[src/design/bfie_ram.sv]
// generic single write port ram with registered read
module bfie_ram #(
	parameter int unsigned WIDTH = 8,
	parameter int unsigned DEPTH = 16
) (
	input  logic                     clk,
	input  logic                     we,
	input  logic [$clog2(DEPTH)-1:0] waddr,
	input  logic [WIDTH-1:0]         wdata,
	input  logic [$clog2(DEPTH)-1:0] raddr,
	output logic [WIDTH-1:0]         rdata
);

	logic [WIDTH-1:0] mem_q [DEPTH];

	// write port and registered read port
	always_ff @(posedge clk) begin
		if (we) begin
			mem_q[waddr] <= wdata;
		end
		rdata <= mem_q[raddr];
	end

endmodule

[config.mk]
export PLATFORM = sky130hd
export DESIGN_NAME = bfie_ram
export DESIGN_NICKNAME = d
export VERILOG_FILES = /design/src/design/bfie_ram.sv
export SDC_FILE = /design/constraint.sdc
export NUM_CORES = 1
export LEC_CHECK = 0
export BUFFER_PORTS_ARGS = -buffer_cell sky130_fd_sc_hd__buf_2
export CORE_UTILIZATION = 54
export DETAILED_ROUTE_END_ITERATION = 6
export PLACE_DENSITY = 0.69
export SLEW_MARGIN = 20
export SYNTH_ARGS = -nofsm -noshare
export SYNTH_HDL_FRONTEND = slang
export SYNTH_SLANG_ARGS = --single-unit
[constraint.sdc]
create_clock -name clk -period 3.6 [get_ports clk]
set_input_delay 0.36 -clock clk [delete_from_list [all_inputs] [get_ports clk]]
set_output_delay 0.36 -clock clk [all_outputs]
set_load 0.05 [all_outputs]
======== Yosys cells after proc, flatten, opt, wreduce, memory -nomap -nowiden ========
Memory sizes are Yosys's and may differ from the RTL's. A register that Yosys moved wholly into a read port is not among the register bits.
Cells that the tools add are included.
Widths: inputs -> output; s select.
cells by class
  add/sub/neg operators ................... 0
  bitwise gates (word level) .............. 0
  div/mod/pow operators ................... 0
  shift-type cells ........................ 0
  equal/unequal tests ..................... 0
  reductions and logical operators ........ 0
  mux-type cells .......................... 2
  order comparisons ....................... 0
  multiply operators ...................... 0
operator list
  kind    number
  $mux 1  2
storage, ports and cells
  flip-flop bits (word level) ............. 0
  input bits .............................. 18
  output and inout bits ................... 8
  memories ................................ 1
  RAM bits ................................ 128
  word-level logic and storage cells ...... 3
  bits in latches ......................... 0
  memory bits (read-only) ................. 0
memories
  memory  words  bits a word  rd ports  clocked after Yosys merged registers in  write ports  line  text
  mem_q   16     8            1         1                                        1            14    logic [WIDTH-1:0] mem_q [DEPTH];

======== Longest topological paths before layout ========
Gate-level depths: netlist (run 1).
  word-level depth ........................ 2
  gate-level depth with buffers ........... 5
  mapped depth without buffers ............ 3

======== Worst setup path after synthesis (run 1) ========
Ideal clock, no wire load.
  path kind ............................... input port to flip-flop
  start ................................... input port waddr[2]
  end ..................................... memory mem_q[0][0], enable pin
  path buffers ............................ 0
  arrival time ............................ 1.470 ns
  stages .................................. 2
  setup time .............................. 0.383 ns
  setup slack ............................. 1.747 ns
  required time ........................... 3.217 ns
  path through ............................ or3b_2 nor3_1
RTL lines
  element             line  text
  start: declaration  8     input logic [$clog2(DEPTH)-1:0] waddr,
  end: declaration    14
No word-level cell before the write port.

==> flow_metrics.py, run 1 <==
metrics = {
    "drt": {
        "drc": 0,
        "via_per_inst": 5.752,
        "wl_per_cell_um": 22.04,
        "antenna_left": 0,
        "detailroute.via_count": 2364,
        "initialDrtViolationCount": 181,
        "drt_wl_total_um": 9059,
        "dr.pass1.iters": 4,
    },
    "floorplanning": {
        "core_area_mm2": 0.009240,
        "num_rows": 35,
        "ioPinCount": 26,
        "die_w_um": 99.64,
        "die_area_mm2": 0.009927,
        "initial_core_util_pct": 55.71,
        "die_h_um": 99.64,
    },
    "sta": {
        "worstMarginPinSlew_ns": 0.9678,
        "fin_tns_setup_ns": 0,
        "hold_viol": 0,
        "finalClockSkew_ns": 0.006419,
        "slew_viol_final": 0,
        "period_share_pct": 47.65,
        "fmax_mhz": 582.9,
        "report.final.setup_viol": 0,
        "fin_hold_ws_ns": 0.2418,
        "rsz0062_at_grt": "false",
        "period_needed_ns": 1.716,
        "maxSlewHeadroom_pct": 35.24,
    },
    "critical_path": {
        "crit_path_start_kind": "primary input",
        "r2r-start": "mem_q[3][4]",
        "cp.required_ns": 3.98,
        "reg2reg_depth": 3,
        "r2r_slack_ns": 2.17,
        "cp_max_fo": 29,
        "reg2reg_to": "rdata[4]",
        "cp-end-kind": "flip-flop",
        "arrival_ns": 2.09,
        "critical_path_class": "in2reg",
    },
    "logic_synthesis": {
        "syn-num-nets": 247,
        "synth_edf_count": 128,
        "ys_ff_latch": 136,
        "synth_common_cells": "128 x edfxtp_1, 18 x mux4_2, 16 x a22oi_1",
        "synthArstFlopShare_pct": 0,
        "synth_top_area_share_pct": 74.67,
        "synth_area_mm2": 0.005147,
        "syn_inst": 229,
        "yosysWarnings": 0,
        "yosysTopAreaCell": "edfxtp_1",
        "synth_area_leaders": "edfxtp_1 75%, mux4_2 7.9%, mux4_1 7.1%",
        "ys.flop_type": "edfxtp_1",
        "yosysMostFrequentCell": "edfxtp_1",
        "synth_cell_types": 19,
        "syn_avg_cell_area_um2": 22.48,
        "synth_seq_area_share_pct": 77.78,
    },
    "pwr": {
        "leakagePower_nw": 2.026,
        "p_per_area_mw_per_mm2": 628.1,
        "peakVddDrop_mv": 0.3276,
        "finalPower_mw": 3.786,
    },
    "clocking": {
        "clkLatencyLatePin_ns": 0.50,
        "ctsResizeCount": 0,
        "cts_tree": "yes",
        "clock_sinks": 136,
        "htreeDepth": 4,
        "ctsHoldBuffers": 0,
        "path_clk_slew_ns": 0.06,
        "cts_buffers": 17,
        "cts_setup_buffers": 0,
        "root_buffer": "clkbuf_8",
        "cts_max_path_buffers": 2,
    },
    "global_route": {
        "overflow": 0,
        "grt_max_degree": 33,
        "grt_pass1_wl_um": 14040,
        "antenna_found_initial": 0,
        "grt.total_usage_pct": 20.64,
        "grt_pass1_vias": 2466,
    },
    "placed_design": {
        "dp_hpwl_um": 5663,
        "dp_cells": 379,
        "port_buffers": 25,
        "gp_congestion": 0.6967,
    },
    "final_layout": {
        "final_util_pct": 65.24,
        "instances_no_fill": 411,
        "drive_gt1_share_pct": 28.37,
        "seq_area_mm2": 0.004004,
        "n_fill_cell": 591,
        "nets": 287,
        "area_growth_pct": 17.11,
        "multi_input_area_mm2": 0.001057,
        "antenna_cells": 0,
    },
    "worst_hold_path": {
        "hold_end": "mem_q[4][2]",
        "min_from": "wdata[2]",
        "hold_depth": 1,
        "hold_class": "in2reg",
    },
    "outcome": {
        "run_status": "complete, no violations",
    },
    "flow_run": {
        "drv_cap": 0,
    },
}
[registers in the layout, indices dropped and copies added, names as in the netlist]
register / cells
rdata: 8
mem_q: 128
[final cells by class]
class	instances	share of cell area, %
sequential	136	66.42
multi-input combinational	83	17.54
clock buffer	20	7.223
clock inverter	12	3.321
timing repair buffer	31	2.823
tap	129	2.677
[layout by cell type, fill, tap and decap left out]
cell type   instances
dfxtp_1             8
nor2_1             13
clkbuf_8            2
nand2b_1            2
nor3_1              4
buf_4               6
nor2b_1             1
clkbuf_16          16
edfxtp_1          128
clkinv_4            2
a22oi_1            16
nand2_1             9
nand3b_1            2
bufinv_16           5
mux4_1             14
and2_1              1
clkbuf_1            2
or3b_2              1
clkinv_2            2
nand3_1             1
clkinvlp_4          3
and2b_1             1
mux4_2             18
buf_2              25
[per-layer routing]
| layer | track usage [%] | wire length, um | part of all wire [%] | vias up |
|---|---|---|---|---|
| met2 | 32.00 | 4581 | 51 | 83 |
| met3 | 6.325 | 507 | 5.6 | 8 |
| li1 | - | - | - | 1055 |
| met4 | 10.18 | 168 | 1.9 | 0 |
| met5 | 0 | 0 | 0 | - |
| met1 | 26.92 | 3802 | 42 | 1218 |
[logic make-up after synthesis]
group                  Yosys count  share of synthesized area (%)
buffers and inverters           10                          1.677
AND/OR/NAND/NOR                 35                          3.184
AO/OA/AOI/OAI                   16                          2.334
multiplexers                    32                          15.02
flip-flops                     136                          77.78
[power breakdown]
| group | internal (mW) | leakage [nW] | switching (mW) | total [mW] |
|---|---|---|---|---|
| clock | 1.21 | 0.301 | 0.605 | 1.82 |
| combinational | 0.0653 | 0.501 | 0.121 | 0.187 |
| sequential | 1.77 | 1.22 | 0.0117 | 1.78 |
[how the worst max path moves through the flow]
stage	slack, ns	end	from	cells past startpoint
finish	1.88	rdata[4]	raddr[0]	4
global route	1.79	rdata[6]	raddr[0]	5
CTS	1.86	rdata[4]	raddr[0]	4
detailed placement	1.35	rdata[3]	raddr[0]	4
global placement	1.39	rdata[3]	raddr[0]	4
floorplan	1.75	mem_q[0][0]	waddr[2]	2
[worst max-delay path, cell delays in order]
cell and delay [ns]:
buf_2 0.67, mux4_2 0.61, a22oi_1 0.34, nand2_1 0.10
[per-stage QoR]
step | worst slack (ns) | instance area, um^2
CTS | 1.865 | 6028
global route | 1.792 | 6028
global placement | 1.385 | 5393
detailed placement | 1.351 | 5393
floorplan | 1.747 | 5147
finish | 1.884 | 6028
No activity file was read; power rests on OpenSTA's default activity.
==> run 2, diff against run 1 <==
- ABC_AREA: not set -> 1
- PLACE_DENSITY: 0.69 -> 0.68
- clock period: 3.6 -> 1.6 ns (I/O delays scaled with it)
==> run 2 against run 1 <==
Clock skew shrank 0.0020 ns. Clock power grew 110%. Die area grew 12%. Combinational power grew to 3.1 times the previous value. Power grew 120%. Non-clock buffer count grew 18. Design area grew 11%. Via count grew 63%. Largest cell class unchanged.
==> flow_metrics.py, run 2 <==
metrics = {
    "logic_synthesis": {
        "yosysTopAreaCell": "edfxtp_1",
        "synthArstFlopShare_pct": 0,
        "syn_inst": 551,
        "synth_seq_area_share_pct": 69.43,
        "syn-num-nets": 569,
        "synth_area_mm2": 0.005767,
        "yosysMostFrequentCell": "nand2_1",
        "synth_edf_count": 128,
        "synth_cell_types": 12,
        "yosysWarnings": 0,
        "ys.flop_type": "edfxtp_1",
        "synth_common_cells": "173 x nand2_1, 128 x edfxtp_1, 100 x inv_1",
        "synth_area_leaders": "edfxtp_1 67%, nand2_1 11%, nand3_1 8.4%",
        "syn_avg_cell_area_um2": 10.47,
        "synth_top_area_share_pct": 66.65,
        "ys_ff_latch": 136,
    },
    "clocking": {
        "ctsResizeCount": 0,
        "clock_sinks": 136,
        "root_buffer": "clkbuf_8",
        "cts_max_path_buffers": 2,
        "cts_buffers": 17,
        "ctsHoldBuffers": 1,
        "clkLatencyLatePin_ns": 0.52,
        "path_clk_slew_ns": 0.06,
        "cts_tree": "yes",
        "htreeDepth": 4,
        "cts_setup_buffers": 0,
    },
    "final_layout": {
        "antenna_cells": 0,
        "top_regs": "mem_q x128, rdata x8",
        "fin_area_mm2": 0.006714,
        "final_common_cell": "nand2_1",
        "final_cell_mix": "173 x nand2_1, 128 x edfxtp_1, 100 x inv_1",
        "drive_gt1_share_pct": 13.01,
        "area_growth_pct": 16.42,
        "final_util_pct": 65.03,
        "n_fill_cell": 752,
        "largest_reg_flops": 128,
        "largest-register": "mem_q",
        "nets": 613,
    },
    "critical_path": {
        "cp.required_ns": 1.44,
        "arrival_ns": 1.18,
        "cp_max_fo": 1,
        "cp_num_buf_inv": 1,
        "cp.depth": 1,
        "path_delay_family": "flip-flops",
        "reg2reg_depth": 6,
        "crit_path_start_kind": "flip-flop",
        "crit_slowest_cell": "dfxtp_1",
        "slowest_delay_ns": 0.37,
        "path_cells": "buf_2",
        "cp-end-kind": "output pin",
        "critical_path_class": "reg2out",
    },
    "global_route": {
        "antenna_found_initial": 0,
        "grt_pass1_wl_um": 19980,
        "grt.total_usage_pct": 24.69,
        "grt_pass1_vias": 3743,
        "overflow": 0,
        "grt_max_degree": 38,
    },
    "placed_design": {
        "pre_cts_ws_ns": 0.2732,
        "placed_area_mm2": 0.006118,
        "gp_congestion": 0.8026,
        "port_buffers": 25,
        "dp_hpwl_um": 7520,
    },
    "sta": {
        "maxSlewHeadroom_pct": 61.76,
        "slew_viol_final": 0,
        "fin_ws_ns": 0.2639,
        "hold_viol": 0,
        "finalClockSkew_ns": 0.004421,
        "fmax_mhz": 748.4,
        "period_needed_ns": 1.336,
        "period_share_pct": 83.51,
        "fin_tns_setup_ns": 0,
        "report.final.setup_viol": 0,
        "rsz0062_at_grt": "false",
        "worstMarginPinSlew_ns": 0.5730,
    },
    "floorplanning": {
        "die_w_um": 105.3,
        "initial_core_util_pct": 55.86,
        "num_rows": 37,
        "core_area_mm2": 0.01032,
        "die_h_um": 105.3,
        "die_area_mm2": 0.01110,
        "ioPinCount": 26,
    },
    "drt": {
        "wl_per_cell_um": 16.77,
        "drt_wl_total_um": 12460,
        "dr.pass1.iters": 5,
        "initialDrtViolationCount": 284,
        "antenna_left": 0,
        "drc": 0,
        "via_per_inst": 5.178,
        "detailroute.via_count": 3847,
    },
    "worst_hold_path": {
        "hold_class": "in2reg",
        "hold_depth": 1,
    },
    "pwr": {
        "peakVddDrop_mv": 0.7395,
        "p_per_area_mw_per_mm2": 1254,
        "leakagePower_nw": 2.948,
    },
    "flow_run": {
        "drv_cap": 0,
    },
    "outcome": {
        "run_status": "complete, no violations",
    },
}
==> run 2: cell types whose count changed after synthesis, sizes merged, moves of 2 or more <==
| cell | previous run | this run |
|---|---|---|
| clkdlybuf4s25 | 3 | 0 |
| inv | 0 | 102 |
| nor2 | 13 | 17 |
| nand2 | 9 | 173 |
| nand3 | 1 | 97 |
| buf | 7 | 24 |
| a22oi | 16 | 0 |
| nor3 | 4 | 0 |
| nand2b | 2 | 0 |
| mux4 | 32 | 0 |
==> run 2: final cells by class <==
class / instances / area (um^2) / area share (%)
timing repair buffer: 49 / 357.8 / 5.330
clock inverter: 9 / 122.6 / 1.826
inverter: 102 / 382.9 / 5.703
tap: 136 / 170.2 / 2.534
sequential: 136 / 4004 / 59.63
clock buffer: 22 / 462.9 / 6.895
multi-input combinational: 289 / 1214 / 18.08
==> run 2: path summary, 6_finish.rpt <==
| check | startpoint | to | slack [ns] |
|---|---|---|---|
| max | rdata[7] | rdata[7] | 0.26 |
| min | wdata[2] | mem_q[0][2] | 0.04 |
| max reg2reg | mem_q[11][1] | rdata[1] | 0.56 |
| min reg2reg | mem_q[15][0] | rdata[0] | 0.69 |
==> run 2: cell families after synthesis <==
group | count (synthesis) | synth area share (%)
buffers and inverters | 126 | 9.525
and+or+nand+nor | 289 | 21.05
DFF | 136 | 69.43
==> run 2: per-layer routing <==
layer | GRT usage, % | routed length [um] | vias up | part of all wire [%]
met4 | 10.36 | 305 | 0 | 2.4
met2 | 39.29 | 6173 | 161 | 50
met1 | 32.95 | 5103 | 1799 | 41
met5 | 0 | 0 | - | 0
met3 | 5.566 | 877 | 27 | 7.0
li1 | - | - | 1860 | -
==> run 2: per-stage QoR <==
stage	hold WS, ns	power [mW]	instances
after floorplan	0.2589	4.439	551
after global placement	0.5328	4.640	711
after detailed placement	0.5429	4.653	711
after CTS	0.02403	8.454	743
after global routing	0.04123	8.652	743
final	0.03900	8.419	743
==> run 2: report_power, final <==
| group | leakage (nW) | total [mW] | switching, mW | internal [mW] |
|---|---|---|---|---|
| clock | 0.290 | 3.84 | 1.36 | 2.47 |
| combinational | 1.43 | 0.576 | 0.419 | 0.157 |
| sequential | 1.22 | 4.01 | 0.0243 | 3.98 |
| total | 2.95 | 8.42 | 1.80 | 6.61 |
