File: config.mk
export PLATFORM = sky130hd
export DESIGN_NAME = bfie_scan
export DESIGN_NICKNAME = d
export VERILOG_FILES = /design/src/design/bfie_pkg.sv /design/src/design/bfie_scan.sv
export SDC_FILE = /design/constraint.sdc
export NUM_CORES = 1
export LEC_CHECK = 0
export BUFFER_PORTS_ARGS = -buffer_cell sky130_fd_sc_hd__buf_2
export CAP_MARGIN = 20
export CORE_AREA = 2 2 39 41
export DETAILED_ROUTE_END_ITERATION = 16
export DIE_AREA = 0 0 41 43
export PLACE_DENSITY = 0.88
export REMOVE_ABC_BUFFERS = 1
export SYNTH_ARGS = -nofsm -noshare
export SYNTH_HDL_FRONTEND = slang
export SYNTH_SLANG_ARGS = --single-unit
File: constraint.sdc
create_clock -name vclk -period 4.1
set_clock_uncertainty 0.2 [all_clocks]
set_input_delay 0.615 -clock vclk [all_inputs]
set_output_delay 0.615 -clock vclk [all_outputs]
set_load 0.005 [all_outputs]
File: src/design/bfie_pkg.sv
// shared types, codes and defaults of the instruction engine
package bfie_pkg;

	// default store sizes
	localparam int unsigned PROG_DEPTH_DEF = 4096;
	localparam int unsigned TAPE_DEPTH_DEF = 2048;

	// command codes
	localparam logic OP_LOAD = 1'b0;
	localparam logic OP_EXEC = 1'b1;

	// status codes
	localparam logic [1:0] ST_OK        = 2'd0;
	localparam logic [1:0] ST_HALTED    = 2'd1;
	localparam logic [1:0] ST_UNMATCHED = 2'd2;
	localparam logic [1:0] ST_FULL      = 2'd3;

	// instruction characters
	localparam logic [7:0] CH_RIGHT = 8'h3E;
	localparam logic [7:0] CH_LEFT  = 8'h3C;
	localparam logic [7:0] CH_INC   = 8'h2B;
	localparam logic [7:0] CH_DEC   = 8'h2D;
	localparam logic [7:0] CH_OUT   = 8'h2E;
	localparam logic [7:0] CH_OPEN  = 8'h5B;
	localparam logic [7:0] CH_CLOSE = 8'h5D;
	localparam logic [7:0] CH_NUL   = 8'h00;

	// command transaction payload
	typedef struct packed {
		logic       op;
		logic [7:0] code_byte;
	} cmd_t;

	// response transaction payload
	typedef struct packed {
		logic       out_valid;
		logic [7:0] out_byte;
		logic [1:0] status;
	} rsp_t;

	// scan direction
	typedef enum logic {
		SCAN_FWD = 1'b0,
		SCAN_BWD = 1'b1
	} scan_dir_t;

	// flags from the bracket scan unit
	typedef struct packed {
		logic match;
		logic zero;
	} scan_flags_t;

	// sequencer states
	typedef enum logic [2:0] {
		S_CLEAR,
		S_IDLE,
		S_EXEC,
		S_SCAN_F,
		S_SCAN_B,
		S_RESP
	} state_t;

endpackage

File: src/design/bfie_scan.sv
// bracket scan unit: one program byte per step, forward or backward
module bfie_scan
	import bfie_pkg::*;
#(
	parameter int unsigned DW = 13
) (
	input  logic [7:0]    code,
	input  scan_dir_t     dir,
	input  logic [DW-1:0] depth,
	output logic [DW-1:0] depth_nxt,
	output scan_flags_t   flags
);

	logic opens;
	logic closes;

	// a bracket that nests deeper in the scan direction, or one that closes a level
	assign opens  = (dir == SCAN_FWD) ? (code == CH_OPEN)  : (code == CH_CLOSE);
	assign closes = (dir == SCAN_FWD) ? (code == CH_CLOSE) : (code == CH_OPEN);

	always_comb begin
		depth_nxt = depth;
		if (opens) begin
			depth_nxt = depth + 1'b1;
		end else if (closes) begin
			depth_nxt = depth - 1'b1;
		end
	end

	assign flags.match = closes && (depth == DW'(1));
	assign flags.zero  = (code == CH_NUL);

endmodule

* Yosys cells after proc, flatten, opt, wreduce, memory -nomap -nowiden
Cells that the tools add are included.
** Word-level totals
- Memory bits (writable) :: 0
- Latch bits :: 0
- Input bits :: 22
- Memories kept :: 0
- Register bits after elaboration :: 0
- Word-level logic and storage cells :: 11
- Bits in read-only memories :: 0
** Cells by class
- Muxes and demuxes :: 4
- Shift-type cells :: 0
- Bitwise logic cells :: 0
- Magnitude comparators :: 0
- Eq/ne operators :: 3
- Multipliers :: 0
- Reduce and logical (&&, ||, !) cells :: 2
- Divide/modulo/power cells :: 0
- $add $sub $neg :: 2
** Operators by type and width (number)
- $mux 13 :: 2
- $eq 8x7->1 const B :: 2
- $add 13x1->13 const B :: 1
- $eq 13x1->1 const B :: 1
- $sub 13x1->13 const B :: 1
- $logic_not 8->1 :: 1
- $mux 1 :: 2
- $logic_and 1x1->1 :: 1

* Depth between registers and ports, before layout
Gate-level depths: netlist (run 1).
- Word-level depth :: 4
- Mapped depth :: 7

* Worst setup path after synthesis (run 1)
No wires, ideal clock.
- Path kind :: input to output
- From :: input port code[1]
- To :: output port depth_nxt[12]
- Arrival :: 2.056 ns
- Data required time :: 3.285 ns
- Buffers on the path :: 0
- Slack :: 1.229 ns
- Stages :: 5
- Cell sequence :: or3b_1 > a2111oi_4 > nand4b_2 > o22ai_1 > xor2_1
** On the way
- Longest elaborated chain between the ends :: 4
** RTL lines
- start, declared :: RTL line bfie_scan.sv:7 : input logic [7:0] code,
- $eq 8x7->1 :: RTL line bfie_scan.sv:18, bfie_scan.sv:19
- $mux 1 :: RTL line bfie_scan.sv:19 : assign closes = (dir == SCAN_FWD) ? (code == CH_CLOSE) : (code == CH_OPEN);
- $mux 13 :: RTL line bfie_scan.sv:25 : end else if (closes) begin
- $mux 13 * :: RTL line bfie_scan.sv:23 : if (opens) begin
- end, declared :: RTL line bfie_scan.sv:10 : output logic [DW-1:0] depth_nxt,
Every way passes the cells marked *; elsewhere a longest branch is shown, timed or not.

* Worst setup path after layout (run 1)
- From :: input port code[2]
- To :: output port depth_nxt[11]
The elaborated chain is that of the path after synthesis.

==> impl_metrics.tcl, run 1 <==
set metrics [dict create \
    grt_pass1_vias 712 \
    wire_per_inst_microns 12.99 \
    avgSynthCellArea_sq_um 7.260 \
    clkPwrFrac 0 \
    grt_remaining_overflow 0 \
    seq_area_frac_synth 0 \
    relSlewSlack 0.6246 \
    synth.top_cells.by_count "a21oi_1 (7), xnor2_1 (7), nor2_1 (6)" \
    netlist_area_sq_um 660.6 \
    dieArea_sq_mm 0.001763 \
    place_hpwl_microns 1487 \
    post-cts-setup-buffer-count 0 \
    area_growth_pct 28.79 \
    status "complete, no violations" \
    min_path_type "primary input to output pin" \
    synth-simple-area-share 0.4223 \
    grt_max_degree 15 \
    finalInstanceArea_sq_um 850.8 \
    worst_path_most_repeated_cell "buf_2" \
    critPathRequiredTime_ns 3.28 \
    dr.pass1.iters 5 \
    grt_pass1_wl_microns 2980 \
    drtAntennaViolNets 0 \
    yosys.area.top_type "xnor2_1" \
    p_switching_w 0.00003097 \
    synth_fa_ha_area_frac 0.05682 \
    synth.distinct_cells 36 \
    end_kind "output pin" \
    drc 0 \
    antenna_found_initial 0 \
    avgViaCountPerCell 5.857 \
    synthXorXnorAreaFrac 0.1591 \
    hold_viol_final 0 \
    power.internal_w 0.00002414 \
    seqPwrFrac 0 \
    dieWidth_microns 41 \
    crit_slowest_cell "or3b_1" \
    drt-initial-drc-count 27 \
    combPwrFrac 1.000 \
    worst-path-max-fanout 14 \
    nFillCells 131 \
    cts_resized 0 \
    finalMaxSlewViolations 0 \
    synth_top_area_share 0.09280 \
    slowest_delay_ns 0.42 \
    hold_buffers 0 \
    setup_viol 0 \
    crit_buf_inv 3 \
    hp-start "depth[12]" \
    rows 14 \
    core_sq_mm 0.001384 \
    cp_cell_sequence "buf_2 > or3b_1 > a2111oi_4 > buf_4 > nand4_1 > o32ai_2 > xor2_1 > buf_2" \
    crit_family "compound AO/OA/AOI/OAI gates" \
    holdPathStages 3 \
    io_pins 37 \
    crit_arrival_ns 2.52 \
    synth_area_leaders "xnor2_1 (9.3%), a2111oi_4 (8.3%), xor2_1 (6.6%)" \
    seq_cells 0 \
    synth-compound-area-share 0.2595 \
    worstHoldEndpoint "flags[1]" \
    drv_cap 0 \
    vdd.ir_drop.worst_mv 0.03067 \
    tns_ns 0 \
    rsz0062_at_grt "no" \
    netlist_instances 91 \
    vias 820 \
    synth_top_family_by_area "simple AND/OR/NAND/NOR gates" \
    worstMarginPinSlew_ns 0.5579 \
    swShare 0.5619 \
    io_buffers 37 \
    final_nets 151 \
    layout-drive-gt1-share 0.3548 \
    register_area_sq_um 0 \
    muxShareOfSynthArea 0.04545 \
    clkbuf_count 0 \
    place_area_sq_um 850.8 \
    ys.warnings.count 0 \
    start_util 0.4774 \
    fin_crit_sh 0.8140 \
    cp-start-kind "primary input" \
    place_congestion 0.8723 \
    whs_ns 1.294 \
    fmax_ghz 0.2996 \
    diodes 0 \
    p_total_w 0.00005511 \
    min_period_ns 3.338 \
    crit_type "primary input to output pin" \
    wl_microns 1818 \
    grt_usage 0.2278 \
    power_density_mw_per_mm2 64.77 \
    total_leakage_power_nw 0.3581 \
    die_height_microns 43 \
]
metal layers:
layer	GRT usage	routed length, microns	up-vias
met5	0	0	-
met4	0.02667	0	0
met3	0	80	0
met2	0.3594	933	29
met1	0.3449	803	375
li1	-	-	416
worst max path at each step:
stage | slack, ns | cells after the start | endpoint | startpoint
after global placement | 0.85 | 8 | depth_nxt[11] | code[2]
final | 0.76 | 8 | depth_nxt[11] | code[2]
after floorplan | 0.98 | 5 | depth_nxt[11] | code[2]
after CTS | 0.78 | 8 | depth_nxt[11] | code[2]
after detailed placement | 0.79 | 8 | depth_nxt[11] | code[2]
after global routing | 0.65 | 8 | depth_nxt[11] | code[2]
stage by stage:
step,util,instances,worst slack [ns]
3_5_place_dp,0.6148,140,0.7854
3_3_place_gp,0.6148,140,0.8539
6_report,0.6148,140,0.7624
2_1_floorplan,-,86,0.9803
4_1_cts,0.6148,140,0.7841
5_1_grt,0.6148,140,0.6467
power by group through the flow:
stage	clock (W)	sequential, W	combinational (W)
floorplan	0	0	0.0000227
CTS	0	0	0.0000546
detailed placement	0	0	0.0000544
finish	0	0	0.0000551
global placement	0	0	0.0000531
global route	0	0	0.0000610
layout make-up:
type	instances	area (sq um)	area share
tap	16	20.02	0.02353
multi-input combinational	82	623.1	0.7324
inverter	4	15.01	0.01765
timing repair buffer	38	192.7	0.2265
placed cells by master, fill, tap and decap left out, types with 2 or more instances in the layout:
master	instances
a2111oi_4	2
a21o_1	2
a21oi_1	7
a22oi_1	2
and3_1	2
buf_2	37
ha_1	3
inv_1	4
mux2i_1	3
nand2_1	4
nand2b_1	2
nand3_1	3
nand3b_1	3
nand4_1	5
nor2_1	6
nor3_1	4
nor4_1	3
or3_1	2
or3b_1	2
or4_1	2
xnor2_1	7
xor2_1	5
cells by family after synthesis:
kind of cell    Yosys count
simple gates             45
compound gates           19
xor+xnor                 12
buf+inv                   9
mux                       3
fa+ha+maj                 3
Power figures use the tool's default switching activity.
==> run 2, diff against run 1 <==
--- a/config.mk
+++ b/config.mk
@@ -7,10 +7,10 @@
 export LEC_CHECK = 0
 export BUFFER_PORTS_ARGS = -buffer_cell sky130_fd_sc_hd__buf_2
 export CAP_MARGIN = 20
-export CORE_AREA = 2 2 39 41
+export CORE_MARGIN = 1.5
+export CORE_UTILIZATION = 47
 export DETAILED_ROUTE_END_ITERATION = 16
-export DIE_AREA = 0 0 41 43
-export PLACE_DENSITY = 0.88
+export PLACE_DENSITY = 0.84
 export REMOVE_ABC_BUFFERS = 1
 export SYNTH_ARGS = -nofsm -noshare
 export SYNTH_HDL_FRONTEND = slang
==> constraint.sdc (replaced) <==
create_clock -name vclk -period 3.3
set_clock_uncertainty 0.2 [all_clocks]
set_input_delay 0.495 -clock vclk [all_inputs]
set_output_delay 0.495 -clock vclk [all_outputs]
set_load 0.005 [all_outputs]
==> run 2 against run 1 <==
Net effect:
- wire length is 7.8% higher
- count of clock-buffer cells in the layout stayed put
- non-clock buffer count is 1 higher
- utilization is 4.4 points higher
- critical path depth is 1 lower
- largest power group unchanged
==> impl_metrics.tcl, run 2 (same netlist as run 1, synthesis figures left out) <==
set metrics [dict create \
    die_height_microns 40.49 \
    grt_use_met3 0 \
    post-cts-setup-buffer-count 0 \
    cp-start-kind "primary input" \
    drv_cap 0 \
    clkbuf_count 0 \
    core_sq_mm 0.001301 \
    avgViaCountPerCell 6.093 \
    min_path_type "primary input to output pin" \
    grt_pass1_wl_microns 3118 \
    drt-initial-drc-count 19 \
    tns_ns 0 \
    whs_ns 1.056 \
    crit_arrival_ns 2.35 \
    grt_max_degree 14 \
    register_area_sq_um 0 \
    drtAntennaViolNets 0 \
    final_nets 152 \
    globalRouteMet1Util 0.3397 \
    setup_viol 0 \
    place_hpwl_microns 1623 \
    critPathRequiredTime_ns 2.60 \
    worst-path-max-fanout 7 \
    rows 13 \
    timing.final.ws_setup_ns 0.2506 \
    min_period_ns 3.049 \
    antenna_found_initial 0 \
    seq_cells 0 \
    crit_type "primary input to output pin" \
    relSlewSlack 0.5904 \
    io_buffers 37 \
    grt_remaining_overflow 0 \
    nFillCells 129 \
    hold_buffers 0 \
    final_cell_mix "buf_2 (37), a21oi_1 (7), xnor2_1 (7)" \
    cts_resized 0 \
    status "complete, no violations" \
    place_worst_setup_slack_ns 0.2497 \
    area_growth_pct 29.73 \
    power_density_mw_per_mm2 80.95 \
    wire_per_inst_microns 14.00 \
    top_usage_layer "met2" \
    multi_input_area_sq_um 623.1 \
    grt_usage 0.2703 \
    layout-drive-gt1-share 0.3600 \
    finalInstanceArea_sq_um 857.1 \
    final_common_cell "buf_2" \
    total_leakage_power_nw 0.3635 \
    dr.pass1.iters 4 \
    vdd.ir_drop.worst_mv 0.03794 \
    diodes 0 \
    drc 0 \
    end_kind "output pin" \
    rsz0062_at_grt "no" \
    dieArea_sq_mm 0.001639 \
    place_area_sq_um 857.1 \
    fmax_ghz 0.3279 \
    place_congestion 0.8367 \
    fin_util 0.6587 \
    hold_viol_final 0 \
    io_pins 37 \
    vias 853 \
    wl_microns 1960 \
    fin_crit_sh 0.9240 \
    dieWidth_microns 40.49 \
    finalMaxSlewViolations 0 \
    start_util 0.5077 \
    worstMarginPinSlew_ns 0.6088 \
    grt_use_met2 0.5238 \
    grt_pass1_vias 754 \
]
==> run 2: changes by cell type in the layout (fill, tap and decap cells not counted) <==
| cell | previous run | this run |
|---|---|---|
| buf_4 | 1 | 2 |
==> run 2: cell type report <==
class | instances | share of cell area
inverter | 4 | 0.01752
multi-input combinational | 82 | 0.7270
tap | 15 | 0.02190
timing repair buffer | 39 | 0.2336
==> run 2: report_power, final <==
part           leakage, nW  internal, W  switching (W)
clock                    0            0              0
sequential               0            0              0
combinational        0.364    0.0000301      0.0000393
total                0.364    0.0000301      0.0000393
==> run 2: layer usage <==
| metal | part of all wire | vias up |
|---|---|---|
| met5 | 0 | - |
| met4 | 0 | 0 |
| met3 | 0.042 | 0 |
| met2 | 0.53 | 30 |
| met1 | 0.43 | 405 |
| li1 | - | 418 |
==> run 2: final timing paths <==
| kind | depth (start not counted) | start | to |
|---|---|---|---|
| worst min-delay path | 3 | depth[12] | flags[1] |
| worst max-delay path | 7 | code[1] | depth_nxt[11] |
==> run 2: metrics by stage <==
step	instances	total power, W
2_1_floorplan	86	0.00002815
3_3_place_gp	140	0.00006646
3_5_place_dp	140	0.00006830
4_1_cts	140	0.00006852
5_1_grt	140	0.00007662
6_report	140	0.00006938
==> run 2: critical path: stages <==
cell	delay, ns
buf_2	0.13
or3b_1	0.42
a2111oi_4	0.56
nand4b_2	0.24
o32ai_2	0.18
xor2_1	0.19
buf_2	0.15
